[config.mk]
export PLATFORM = sky130hd
export DESIGN_NAME = bl2x_queue
export DESIGN_NICKNAME = d
export VERILOG_FILES = /design/src/sv/bl2x_pkg.sv /design/src/sv/bl2x_queue.sv
export SDC_FILE = /design/constraint.sdc
export NUM_CORES = 1
export LEC_CHECK = 0
export BUFFER_PORTS_ARGS = -buffer_cell sky130_fd_sc_hd__buf_2
export CAP_MARGIN = 10
export CORE_ASPECT_RATIO = 0.5
export CORE_UTILIZATION = 52
export DETAILED_ROUTE_END_ITERATION = 10
export GPL_TIMING_DRIVEN = 0
export HOLD_SLACK_MARGIN = 0.03
export PLACE_DENSITY_LB_ADDON = 0.3
export SYNTH_ARGS = -nofsm -noshare
export SYNTH_HDL_FRONTEND = slang
export SYNTH_SLANG_ARGS = --single-unit
[constraint.sdc]
create_clock -name i_clk -period 10.7 [get_ports i_clk]
set_input_delay 1.605 -clock i_clk [delete_from_list [all_inputs] [get_ports i_clk]]
set_output_delay 1.605 -clock i_clk [all_outputs]
set_load 0.1 [all_outputs]
[src/sv/bl2x_pkg.sv]
// Package with types, constants and the byte average of the bilinear 2x upscaler.
package bl2x_pkg;

    localparam int MAX_WIDTH  = 1024;
    localparam int MAX_HEIGHT = 1024;
    localparam int MIN_SIZE   = 8;
    localparam int COL_W      = $clog2(MAX_WIDTH);
    localparam int WID_W      = COL_W + 1;
    localparam int ROW_W      = $clog2(MAX_HEIGHT);
    localparam int HGT_W      = ROW_W + 1;
    localparam int CFG_W      = 11;
    localparam int PIX_W      = 32;
    localparam int COORD_W    = 11;
    localparam int OUT_DATA_W = 56;

    typedef enum logic {
        REG_MAP_WIDTH  = 1'b0,
        REG_MAP_HEIGHT = 1'b1
    } t_reg_index;

    typedef struct packed {
        logic [PIX_W-1:0] tl;
        logic [PIX_W-1:0] tr;
        logic [PIX_W-1:0] bl;
        logic [PIX_W-1:0] br;
        logic [COL_W-1:0] x;
        logic [ROW_W-1:0] y;
    } t_block;

    typedef struct packed {
        logic push;
        logic full;
    } t_queue_ctl;

    function automatic logic [PIX_W-1:0] avg4(input logic [PIX_W-1:0] a,
                                               input logic [PIX_W-1:0] b);
        avg4 = (a | b) - (((a ^ b) >> 1) & 32'h7F7F_7F7F);
    endfunction

endpackage

[src/sv/bl2x_queue.sv]
// Two-entry queue of finished blocks between the front and back parts.
module bl2x_queue (
    input  logic                 i_clk,
    input  logic                 i_rst_n,
    input  bl2x_pkg::t_queue_ctl i_qctl,
    input  bl2x_pkg::t_block     i_block,
    output logic                 o_full,
    output logic                 o_valid,
    input  logic                 i_pop,
    output bl2x_pkg::t_block     o_head
);
    import bl2x_pkg::*;

    t_block     r_ent [2];
    logic       r_wp, r_rp;
    logic [1:0] r_cnt;
    logic       push, pop;

    assign push    = i_qctl.push && !i_qctl.full;
    assign pop     = i_pop && (r_cnt != 2'd0);
    assign o_full  = (r_cnt == 2'd2);
    assign o_valid = (r_cnt != 2'd0);
    assign o_head  = r_ent[r_rp];

    always_ff @(posedge i_clk) begin
        if (push) begin
            r_ent[r_wp] <= i_block;
        end
    end

    always_ff @(posedge i_clk) begin
        if (!i_rst_n) begin
            r_wp  <= 1'b0;
            r_rp  <= 1'b0;
            r_cnt <= 2'd0;
        end else begin
            if (push) begin
                r_wp <= ~r_wp;
            end
            if (pop) begin
                r_rp <= ~r_rp;
            end
            r_cnt <= r_cnt + {1'b0, push} - {1'b0, pop};
        end
    end
endmodule

-- Word level (Yosys, flattened, before mapping)
Memories as Yosys holds them, arrays and structs flattened. A register that Yosys moved wholly into a read port is not among the register bits.
Cells that the tools add are included.
- flip-flop bits (word level): 4
- bits in latches: 0
- RAM bits: 296
- ROM bits: 0
- input port bits: 153
- output and inout bits: 150
- word-level logic and storage cells: 17
- memories: 1
- add/subtract/negate cells: 2
- $mul: 0
- div/mod/pow operators: 0
- $lt $le $gt $ge: 0
- equality and inequality tests: 1
- shifts and indexed selects: 0
- mux-type cells: 4
- bitwise logic cells: 2
- reduce and logical (&&, ||, !) cells: 4
- memory list (memory ; depth ; width ; read ports ; clocked after memory_dff ; write ports ; line ; text):
    r_ent ; 2 ; 148 ; 1 ; 1 ; 1 ; bl2x_queue.sv:14 ; t_block r_ent [2];
- operators with widths (cell ; count):
    two-way mux 1 bit ; 4
    adder 2 x 1 -> 2 bit ; 1
    equality test 2 bit, second input constant ; 1
    logical AND 1 bit ; 2
    NOT 1 bit ; 2
    nonzero test 2 bit ; 1
    subtractor 2 x 1 -> 2 bit ; 1
    zero test 1 bit ; 1

-- Logic depth before layout (Yosys ltp)
- depth in word-level cells: 4
- gate-level depth with buffers: 6
- gate-level depth less buffers: 6

-- Worst setup path after synthesis
OpenSTA, ideal clock, no wires.
- path kind: input to register
- start: input i_qctl[1] (netlist name)
- end: memory r_ent[0][0] (netlist name) (enable)
- setup time: 0.658 ns
- data arrival time: 8.026 ns
- data required time: 10.042 ns
- path slack: 2.016 ns
- cell stages on the path: 2
- path buffers: 0
- cell sequence: or2b_1 > nor2_1
- longest elaborated chain between the ends: 3
- RTL lines (element ; line ; text):
    start: declaration ; bl2x_queue.sv:5 ; input bl2x_pkg::t_queue_ctl i_qctl,
    logical AND 1 bit ; bl2x_queue.sv:19 ; assign push = i_qctl.push && !i_qctl.full;
    two-way mux 1 bit ; bl2x_queue.sv:26 ; if (push) begin
    two-way mux 1 bit (implied by the code) ; bl2x_queue.sv:27 ; r_ent[r_wp] <= i_block;
    end: declaration ; bl2x_queue.sv:14 ;
Every way passes these cells.

==> run metrics <==
register area=approximately 9000 um2; TritonCTS buffer count=27; H-Tree Level Count=1; synth unique cells=20; Fmax achieved=264 MHz; final instance area=13,800 um2; Post CTS Setup Buffer Count=0; CTS max path bufs=3; most frequent cell after synthesis=edfxtp_1; grt total ovfl=0; RSZ-0062 raised after global routing=false; sequential cell fraction of total power=39.4%; Antenna Violating Nets Remaining=0; Worst Hold Path Cells=2; Internal Power=2.12 mW; Setup CP Type=reg -> out; Synth Register Bits=301; initial antenna violation count=2; min Tclk post-route=~3.8 ns; most frequent cells after synthesis=edfxtp_1, mux2_2, buf_4; worst hold slack=0.590 ns; largest net degree at the start of global routing=67; number of fillers in the final layout=around 1,400; fin nets=just under 1,000; Post-Synthesis Cells=between 400 and 500; leakage power=5.14 nW; overall power=3.43 mW; Synthesized Nets=between 600 and 700; Clock Skew=0.00926 ns; count of max-cap constraint violations=0; vias in the first global route=5,892; Final Cycle Share=35.3%; Post-Synthesis Cell Area=10,900 um2; Synth area leader=edfxtp_1; Port Buf Inserts=302; CTS tree=built; Routability Congestion=0.736; number of synthesized flops with an enable pin=296; critical path peak fanout=10; Initial DRT Pass Iterations=7; routed length per instance=about 19 um; critical path capture point type=primary output; synth top area cells=edfxtp_1, mux2_2, dfxtp_1; sequential fraction of the synthesis area=82.4%; WL final=roughly 21 mm; CP startpoint kind=register; chip height=about 100 um; # rows=37; Data arrival, critical path=2.18 ns; post-DR vias/cell=5.04; starting density of the core=about 53%; clock root cell=clkbuf_16; Power Density=between 200 and 250 nW/um2; hold_buf cts=0; Sw Pwr=between 1 and 1.5 mW; top_reg_cell synth=edfxtp_1; HPWL Detailed=~14 mm; logic gate share of total power=about 33%; Worst Path Required=9.10 ns; layout cells sized above 1=about three fifths; DP Area=about 13,000 um2; pre-CTS WS=7.32 ns; synthesis-to-finish area growth=26.6%; worst slew pin tran=0.590 ns; Peak VDD IR=~0.16 mV; first-pass GRT wire length=31.7 mm; clock sinks=around 300; Synth top area share=81.5%; io pins=303; FFs w/ async S/R, synth=0%; Via Count=5,640; Avg Inst Size Synth=between 20 and 25 um2; status=finished with violations; core area=20,600 um2; die width=207 um; final setup fails=0; Clk Latency, worst-skew pair=~0.53 ns; Worst-path clk slew=0.07 ns; clock network power share=28.0%; post_cts resized=0; Max-slew headroom=60.6%; switching share of power=around two fifths; Multi-input gate area=1820 um2; Hold Vio Cnt, Final=0; Slew Limit Fails=0; min-delay worst type=reg -> reg; worst-case reg-to-reg path depth=3; failing checks=design-rule violations; post-route setup slack=6.92 ns; GRT Util Overall=19.4%; Initial DRC Count=between 200 and 300; yosys warns=0; Total Die Area=between 20,000 and 25,000 um2; # DRC=12
==> final timing paths <==
path	end	start	slack, ns
hold reg to reg	register	r_rp$_SDFFE_PN0P_	0.59
setup reg to reg	r_ent[0][138]$_DFFE_PP_	r_wp$_SDFFE_PN0P_	8.97
hold / removal	register	r_rp$_SDFFE_PN0P_	0.59
setup / recovery	o_head[95]	register	6.92
==> sequential cells by signal (all words and copies together) (netlist names), named ones only <==
| register | flops |
|---|---|
| r_wp | 1 |
| r_cnt | 2 |
| r_ent | 296 |
| r_rp | 1 |
==> power by group through the flow <==
| stage | combinational, mW | clock, mW | sequential (mW) |
|---|---|---|---|
| 5_1_grt | 1.15 | 1.03 | 1.35 |
| 4_1_cts | 1.13 | 0.986 | 1.35 |
| 6_report | 1.12 | 0.960 | 1.35 |
| 2_1_floorplan | 0.953 | 0 | 1.38 |
| 3_3_place_gp | 1.11 | 0 | 1.39 |
| 3_5_place_dp | 1.12 | 0 | 1.38 |
==> metrics by stage <==
stage,std cells,utilization (%),TNS (ns)
after floorplan,486,-,0
after global placement,1061,62.1,-205.80
after detailed placement,1068,62.9,0
after CTS,1116,67.2,0
after global routing,1118,67.2,0
final,1118,67.2,0
==> cell families after synthesis <==
family / Yosys count / synth area share [%]
buf+inv: 16 / 1.03
flops: 301 / 82.4
simple gates: 15 / 0.815
compound gates: 3 / 0.184
xor+xnor: 2 / 0.161
fa+ha+maj: 1 / 0.115
mux: 148 / 15.3
==> cell usage in the layout, fill, tap and decap left out, drive strengths merged <==
master    count
or2b          1
nor2          1
nor3          1
bufinv        3
clkinv        8
or3           1
inv           1
dfxtp         5
clkinvlp      1
ha            1
xnor2         2
buf         325
mux2        148
edfxtp      296
nand2         2
diode         2
or2           1
o21a          1
a21boi        1
o21ai         1
nor2b         2
and3          1
and2          5
clkbuf       35
==> metal layers <==
layer,up-vias,global-route usage [%],share of wire (%)
li1,2617,-,-
met1,2832,24.0,40
met2,157,33.5,52
met3,34,4.70,5.9
met4,0,6.83,2.5
met5,-,0,0
==> worst max-delay path, stage by stage, from the launching register on <==
cell and delay (ns):
dfxtp_1 0.36, buf_2 0.34, buf_4 0.27, mux2_2 0.37
buf_2 0.30
==> area by class of cell <==
class / instances / area share [%]
antenna: 2 / 0.0362
buffer: 16 / 0.815
clock buffer: 35 / 5.26
clock inverter: 13 / 1.06
multi-input combinational: 169 / 13.1
sequential: 301 / 65.1
tap: 273 / 2.47
timing repair buffer: 309 / 12.1
No activity file was read; power rests on OpenSTA's default activity.
