### config.mk
export PLATFORM = sky130hd
export DESIGN_NAME = bl2x_back
export DESIGN_NICKNAME = d
export VERILOG_FILES = /design/src/sv/bl2x_pkg.sv /design/src/sv/bl2x_back.sv
export SDC_FILE = /design/constraint.sdc
export NUM_CORES = 1
export LEC_CHECK = 0
export BUFFER_PORTS_ARGS = -buffer_cell sky130_fd_sc_hd__buf_2
export CAP_MARGIN = 15
export CORE_AREA = 2 2 82 84
export CTS_CLUSTER_SIZE = 28
export DETAILED_ROUTE_END_ITERATION = 7
export DIE_AREA = 0 0 84 86
export PLACE_DENSITY = 0.65
export SYNTH_ARGS = -nofsm -noshare
export SYNTH_HDL_FRONTEND = slang
export SYNTH_SLANG_ARGS = --single-unit
### constraint.sdc
create_clock -name i_clk -period 2.2 [get_ports i_clk]
set_clock_uncertainty 0.2 [all_clocks]
set_input_delay 0.11 -clock i_clk [delete_from_list [all_inputs] [get_ports i_clk]]
set_output_delay 0.11 -clock i_clk [all_outputs]
set_load 0.02 [all_outputs]
### src/sv/bl2x_pkg.sv
// Package with types, constants and the byte average of the bilinear 2x upscaler.
package bl2x_pkg;

    localparam int MAX_WIDTH  = 1024;
    localparam int MAX_HEIGHT = 1024;
    localparam int MIN_SIZE   = 8;
    localparam int COL_W      = $clog2(MAX_WIDTH);
    localparam int WID_W      = COL_W + 1;
    localparam int ROW_W      = $clog2(MAX_HEIGHT);
    localparam int HGT_W      = ROW_W + 1;
    localparam int CFG_W      = 11;
    localparam int PIX_W      = 32;
    localparam int COORD_W    = 11;
    localparam int OUT_DATA_W = 56;

    typedef enum logic {
        REG_MAP_WIDTH  = 1'b0,
        REG_MAP_HEIGHT = 1'b1
    } t_reg_index;

    typedef struct packed {
        logic [PIX_W-1:0] tl;
        logic [PIX_W-1:0] tr;
        logic [PIX_W-1:0] bl;
        logic [PIX_W-1:0] br;
        logic [COL_W-1:0] x;
        logic [ROW_W-1:0] y;
    } t_block;

    typedef struct packed {
        logic push;
        logic full;
    } t_queue_ctl;

    function automatic logic [PIX_W-1:0] avg4(input logic [PIX_W-1:0] a,
                                               input logic [PIX_W-1:0] b);
        avg4 = (a | b) - (((a ^ b) >> 1) & 32'h7F7F_7F7F);
    endfunction

endpackage

### src/sv/bl2x_back.sv
// Back part: sends the four pixels of each queued block in order TL, TR, BL, BR.
module bl2x_back (
    input  logic                            i_clk,
    input  logic                            i_rst_n,
    input  logic                            i_valid,
    input  bl2x_pkg::t_block                i_head,
    output logic                            o_pop,
    output logic                            o_tvalid,
    input  logic                            i_tready,
    output logic [bl2x_pkg::OUT_DATA_W-1:0] o_tdata,
    output logic                            o_tlast
);
    import bl2x_pkg::*;

    logic [1:0]         r_phase;
    logic               fire;
    logic [PIX_W-1:0]   pix;
    logic [COORD_W-1:0] ox, oy;

    assign fire     = i_valid && i_tready;
    assign o_pop    = fire && (r_phase == 2'd3);
    assign o_tvalid = i_valid;
    assign o_tlast  = (r_phase == 2'd3);

    always_comb begin
        case (r_phase)
            2'd0:    pix = i_head.tl;
            2'd1:    pix = i_head.tr;
            2'd2:    pix = i_head.bl;
            default: pix = i_head.br;
        endcase
        ox = COORD_W'({i_head.x, r_phase[0]});
        oy = COORD_W'({i_head.y, r_phase[1]});
    end

    assign o_tdata = {2'b00, oy, ox, pix};

    always_ff @(posedge i_clk) begin
        if (!i_rst_n) begin
            r_phase <= 2'd0;
        end else if (fire) begin
            r_phase <= r_phase + 2'd1;
        end
    end
endmodule

## Word level (Yosys, flattened, before mapping)

Index checks and enable logic that the tools add are counted.

- Register bits: 2
- Latch bits: 0
- Bits in writable memories: 0
- ROM bits: 0
- Input port bits: 152
- Logic and storage cells: 9
- Memories: 0

- $add $sub $neg: 1
- Multiply operators: 0
- Div/mod/pow operators: 0
- Order comparisons: 0
- Eq/ne operators: 3
- Shifts and indexed selects: 0
- Mux-type cells: 1
- Bitwise operators: 0
- Reductions and logical operators: 3

Operators by type and width:

| kind | count |
|---|---|
| $pmux W32 S3 | 1 |
| $eq A2 B2 Y1 const B | 2 |
| $add A2 B1 Y2 const B | 1 |
| $eq A2 B1 Y1 const B | 1 |
| $logic_and A1 B1 Y1 | 2 |
| $logic_not A2 Y1 | 1 |

## Longest topological paths before layout

- Depth in word-level cells: 2
- Depth in mapped cells: 5

## Worst setup path before layout

No wires, ideal clock.

- Path type: reg2out
- From: register r_phase[0]
- To: output port o_tdata[0] in the netlist's numbering
- Arrival time: 1.723 ns
- Required time: 1.890 ns
- Slack: 0.167 ns
- Stages on the path, launching flop included: 5
- Path buffers: 2
- Path through: dfxtp_1 ha_1 buf_2 buf_2 mux2i_1

- Cells in the longest elaborated chain, start to end: 2
- Elaborated cells between the ends (all ways): 4

RTL lines:

| item | line | RTL |
|---|---|---|
| start, declared | bl2x_back.sv:15 | `logic [1:0] r_phase;` |
| start signal, assigned | bl2x_back.sv:42 | `r_phase <= r_phase + 2'd1;` |
| $eq A2 B2 Y1, or another cell as far along | bl2x_back.sv:26 | `case (r_phase)` |
| $pmux W32 S3 (*) | bl2x_back.sv:26 |  |
| end, declared | bl2x_back.sv:10 | `output logic [bl2x_pkg::OUT_DATA_W-1:0] o_tdata,` |

Mark *: on every way between the ends. The rest lies on a longest branch, timed or not.

## Worst setup path in the final report

- From: register r_phase[0]
- To: output port o_tdata[27] in the netlist's numbering

The elaborated chain is that of the path after synthesis.

==> summary.txt <==
Yosys
  • Post-Syn Instances: 149
  • Post-Syn Area: 0.00119 mm^2
  • Synth top area cells: a222oi_1 27%, mux2i_1 27%, buf_4 15%, inv_1 11%, buf_6 5.7%
  • Post-synth top area share: 26.9%
  • Yosys reg bits: 2
  • YS warnings: 0
  • Synth area leader: a222oi_1
  • Count of unique library cells instantiated by Yosys: 14
  • Sequential area share after synthesis: approximately 3.4%
  • Mean area per synthesized cell: 7.99 um^2

Final layout
  • Total Nets Final: 452
  • Ant. Diodes: 0
  • Post-Layout Cell Count: between 300 and 400
  • Largest registers: r_phase (2)
  • Commonest non-fill, non-tap cell in the layout: buf_2
  • Largest register FFs: 2
  • Area growth, synth to finish: 65.5%
  • Largest Register: r_phase
  • Most frequent cells in the layout: 168 x buf_2, 35 x inv_1, 32 x a222oi_1, 32 x mux2i_1, 8 x buf_4
  • Proportion of layout cells with a drive suffix above 1: 61.9%

Min path
  • WHS Endpoint: r_phase[1]$_SDFFE_PN0P_
  • Hold Path Class: in2reg
  • Hold Startpoint: i_tready
  • Hold Path Depth: 3

STA
  • # setup viols final: 0
  • Final period utilization: 95.9%
  • Fin. Hold Viols: 0
  • RSZ-0062 raised after global routing: no
  • Final Max Slew Viols: 0
  • Time the worst path needs with I/O delays and setup: 2.11 ns
  • Hold slack: between 0.01 and 0.015 ns
  • Sum Neg Setup Slack: 0 ns
  • Max Fclk: 0.474 GHz
  • Final setup margin: 0.0910 ns

Setup path
  • R2r startpoint: r_phase[0]$_SDFFE_PN0P_
  • FF-to-FF End: r_phase[1]$_SDFFE_PN0P_
  • CP Capture Type: primary output
  • CP required: 1.89 ns
  • Critical Path Max Stage Delay: 0.39 ns
  • CP Launch Type: register
  • Crit-path slowest cell: dfxtp_1
  • Max FO, Critical Path: 17
  • Critical path type: reg2out
  • Crit-path cells: inv_1 -> ha_1 -> buf_4 -> a222oi_1 -> mux2i_1 -> buf_2
  • WP data arrival: 1.80 ns
  • FF-to-FF setup slack: roughly 0.98 ns
  • Worst reg-to-reg path cell count: 4

Power and ir drop
  • Sequential Power Share: 6.5%
  • Internal power: ~0.36 mW
  • Switching power: between 0.2 and 0.3 mW
  • Leak: 1.10 nW
  • Clock power frac: 22.7%
  • VDD IR max: 0.215 mV
  • Comb pwr share: 70.7%
  • Switching share of power: 42.2%
  • PwrDens: 318 mW/mm^2

Floorplanning
  • I/O pin count: 211
  • Rows: 29
  • Die Height: 86 um
  • Die ar.: 0.00722 mm^2
  • Starting Density: a little under a fifth
  • Die X: 84 um
  • Core area: 0.00628 mm^2

Clock network
  • TritonCTS clock tree: done
  • Worst-skew pair later-pin latency: approximately 0.21 ns
  • Clock root buffer: clkbuf_8
  • Max Buffers Root-to-Sink: 2
  • CTS sink count: 2
  • CTS Hold Bufs: 1
  • Setup repair bufs after CTS: 0
  • H-tree levels: 1
  • Cts repair resizes: 0
  • Inserted Clock Buffers: 3
  • Clk slew on worst S/H paths: 0.03 ns

Place
  • Port Buffers: between 150 and 200
  • Placed Cells: around 370
  • Gpl congestion: 0.694
  • Detailed Place HPWL: roughly 4.2 mm
  • Worst slack at placement: 0.369 ns

Global route
  • Largest net degree at the start of global routing: 18
  • Antenna violations before repair: 0
  • First-pass GRT wire length: 7.70 mm
  • Total track usage: between 10% and 20%
  • Vias in the first global route: 1790
  • Total congestion overflow: 0

Drt
  • Vias: between 1500 and 2000
  • Iter 0 DRT Violations: 174
  • DRC Markers: 0
  • Vias per Instance: 4.81
  • Final wirelength: 5.07 mm
  • Post-route ant nets: 0
  • DR WL/cell: 13.7 um
  • 1st-pass router iterations: 7

Job
  • # Max-Cap Violations: 0

Run status
  • Status: finished clean
-- power by group through the flow --
stage	clock network [mW]	logic (mW)	registers, mW
after global placement	0	0.433	0.0408
after detailed placement	0	0.442	0.0411
final	0.142	0.443	0.0407
after CTS	0.147	0.444	0.0407
after global routing	0.149	0.482	0.0411
after floorplan	0	0.300	0.0430
-- critical path, delay by kind of cell (launching register included) --
| kind | cells | cell delay [ns] |
|---|---|---|
| DFF | 1 | 0.39 |
| adders and majority gates | 1 | 0.21 |
| buffers and inverters | 3 | 0.47 |
| muxes | 1 | 0.12 |
| AOI/OAI and AO/OA | 1 | 0.39 |
-- area by class of cell --
cell class | instances | area [um^2]
clock buffer | 3 | 41.3
fill | 679 | 4310
inverter | 35 | 131
tap | 77 | 96.3
timing repair buffer | 177 | 911
sequential | 2 | 40.0
multi-input combinational | 77 | 749
-- layer usage --
metal | up-vias | wire length [um] | share of wire (%) | GRT usage [%]
met3 | 10 | 505 | 10 | 2.79
met1 | 820 | 1850 | 36 | 13.7
met2 | 122 | 2650 | 52 | 23.4
li1 | 831 | - | - | -
met4 | 0 | 66 | 1.3 | 5.57
met5 | - | 0 | 0 | 0
-- stage by stage --
step           utilization (%)  cell area (um^2)  total power [mW]
2_1_floorplan                -              1190             0.343
3_3_place_gp              30.6              1920             0.474
3_5_place_dp              30.6              1920             0.484
4_1_cts                   31.4              1970             0.632
5_1_grt                   31.4              1970             0.672
6_report                  31.4              1970             0.626
-- how the worst max path moves through the flow --
| stage | start | to | slack [ns] | cells past startpoint |
|---|---|---|---|---|
| finish | r_phase[0]$_SDFFE_PN0P_ | o_tdata[27] | 0.09 | 6 |
| global route | r_phase[0]$_SDFFE_PN0P_ | o_tdata[10] | 0.002 | 6 |
| CTS | r_phase[0]$_SDFFE_PN0P_ | o_tdata[27] | 0.14 | 6 |
| detailed placement | r_phase[0]$_SDFFE_PN0P_ | o_tdata[27] | 0.37 | 6 |
| global placement | r_phase[0]$_SDFFE_PN0P_ | o_tdata[2] | 0.42 | 6 |
| floorplan | r_phase[0]$_SDFFE_PN0P_ | o_tdata[0] | 0.17 | 4 |
-- Yosys cell counts --
cell	count
nand3b_1	1
dfxtp_1	2
buf_4	23
conb_1	1
buf_6	6
buf_2	7
ha_1	4
a21oi_1	2
mux2i_1	32
a21bo_2	2
a222oi_1	32
nand3_1	1
and3_1	1
inv_1	35
-- logic make-up (layout without fill, tap and decap cells) --
family	after synthesis	count (layout)	share of synthesized area (%)
AO/OA/AOI/OAI	36	36	29.4
AND/OR/NAND/NOR	3	3	1.58
adder cells (fa/ha/maj)	4	4	4.21
flip-flops	2	2	3.37
other	1	2	0.315
multiplexers	32	32	26.9
buffers and inverters	71	215	34.2
Power figures use the tool's default switching activity.
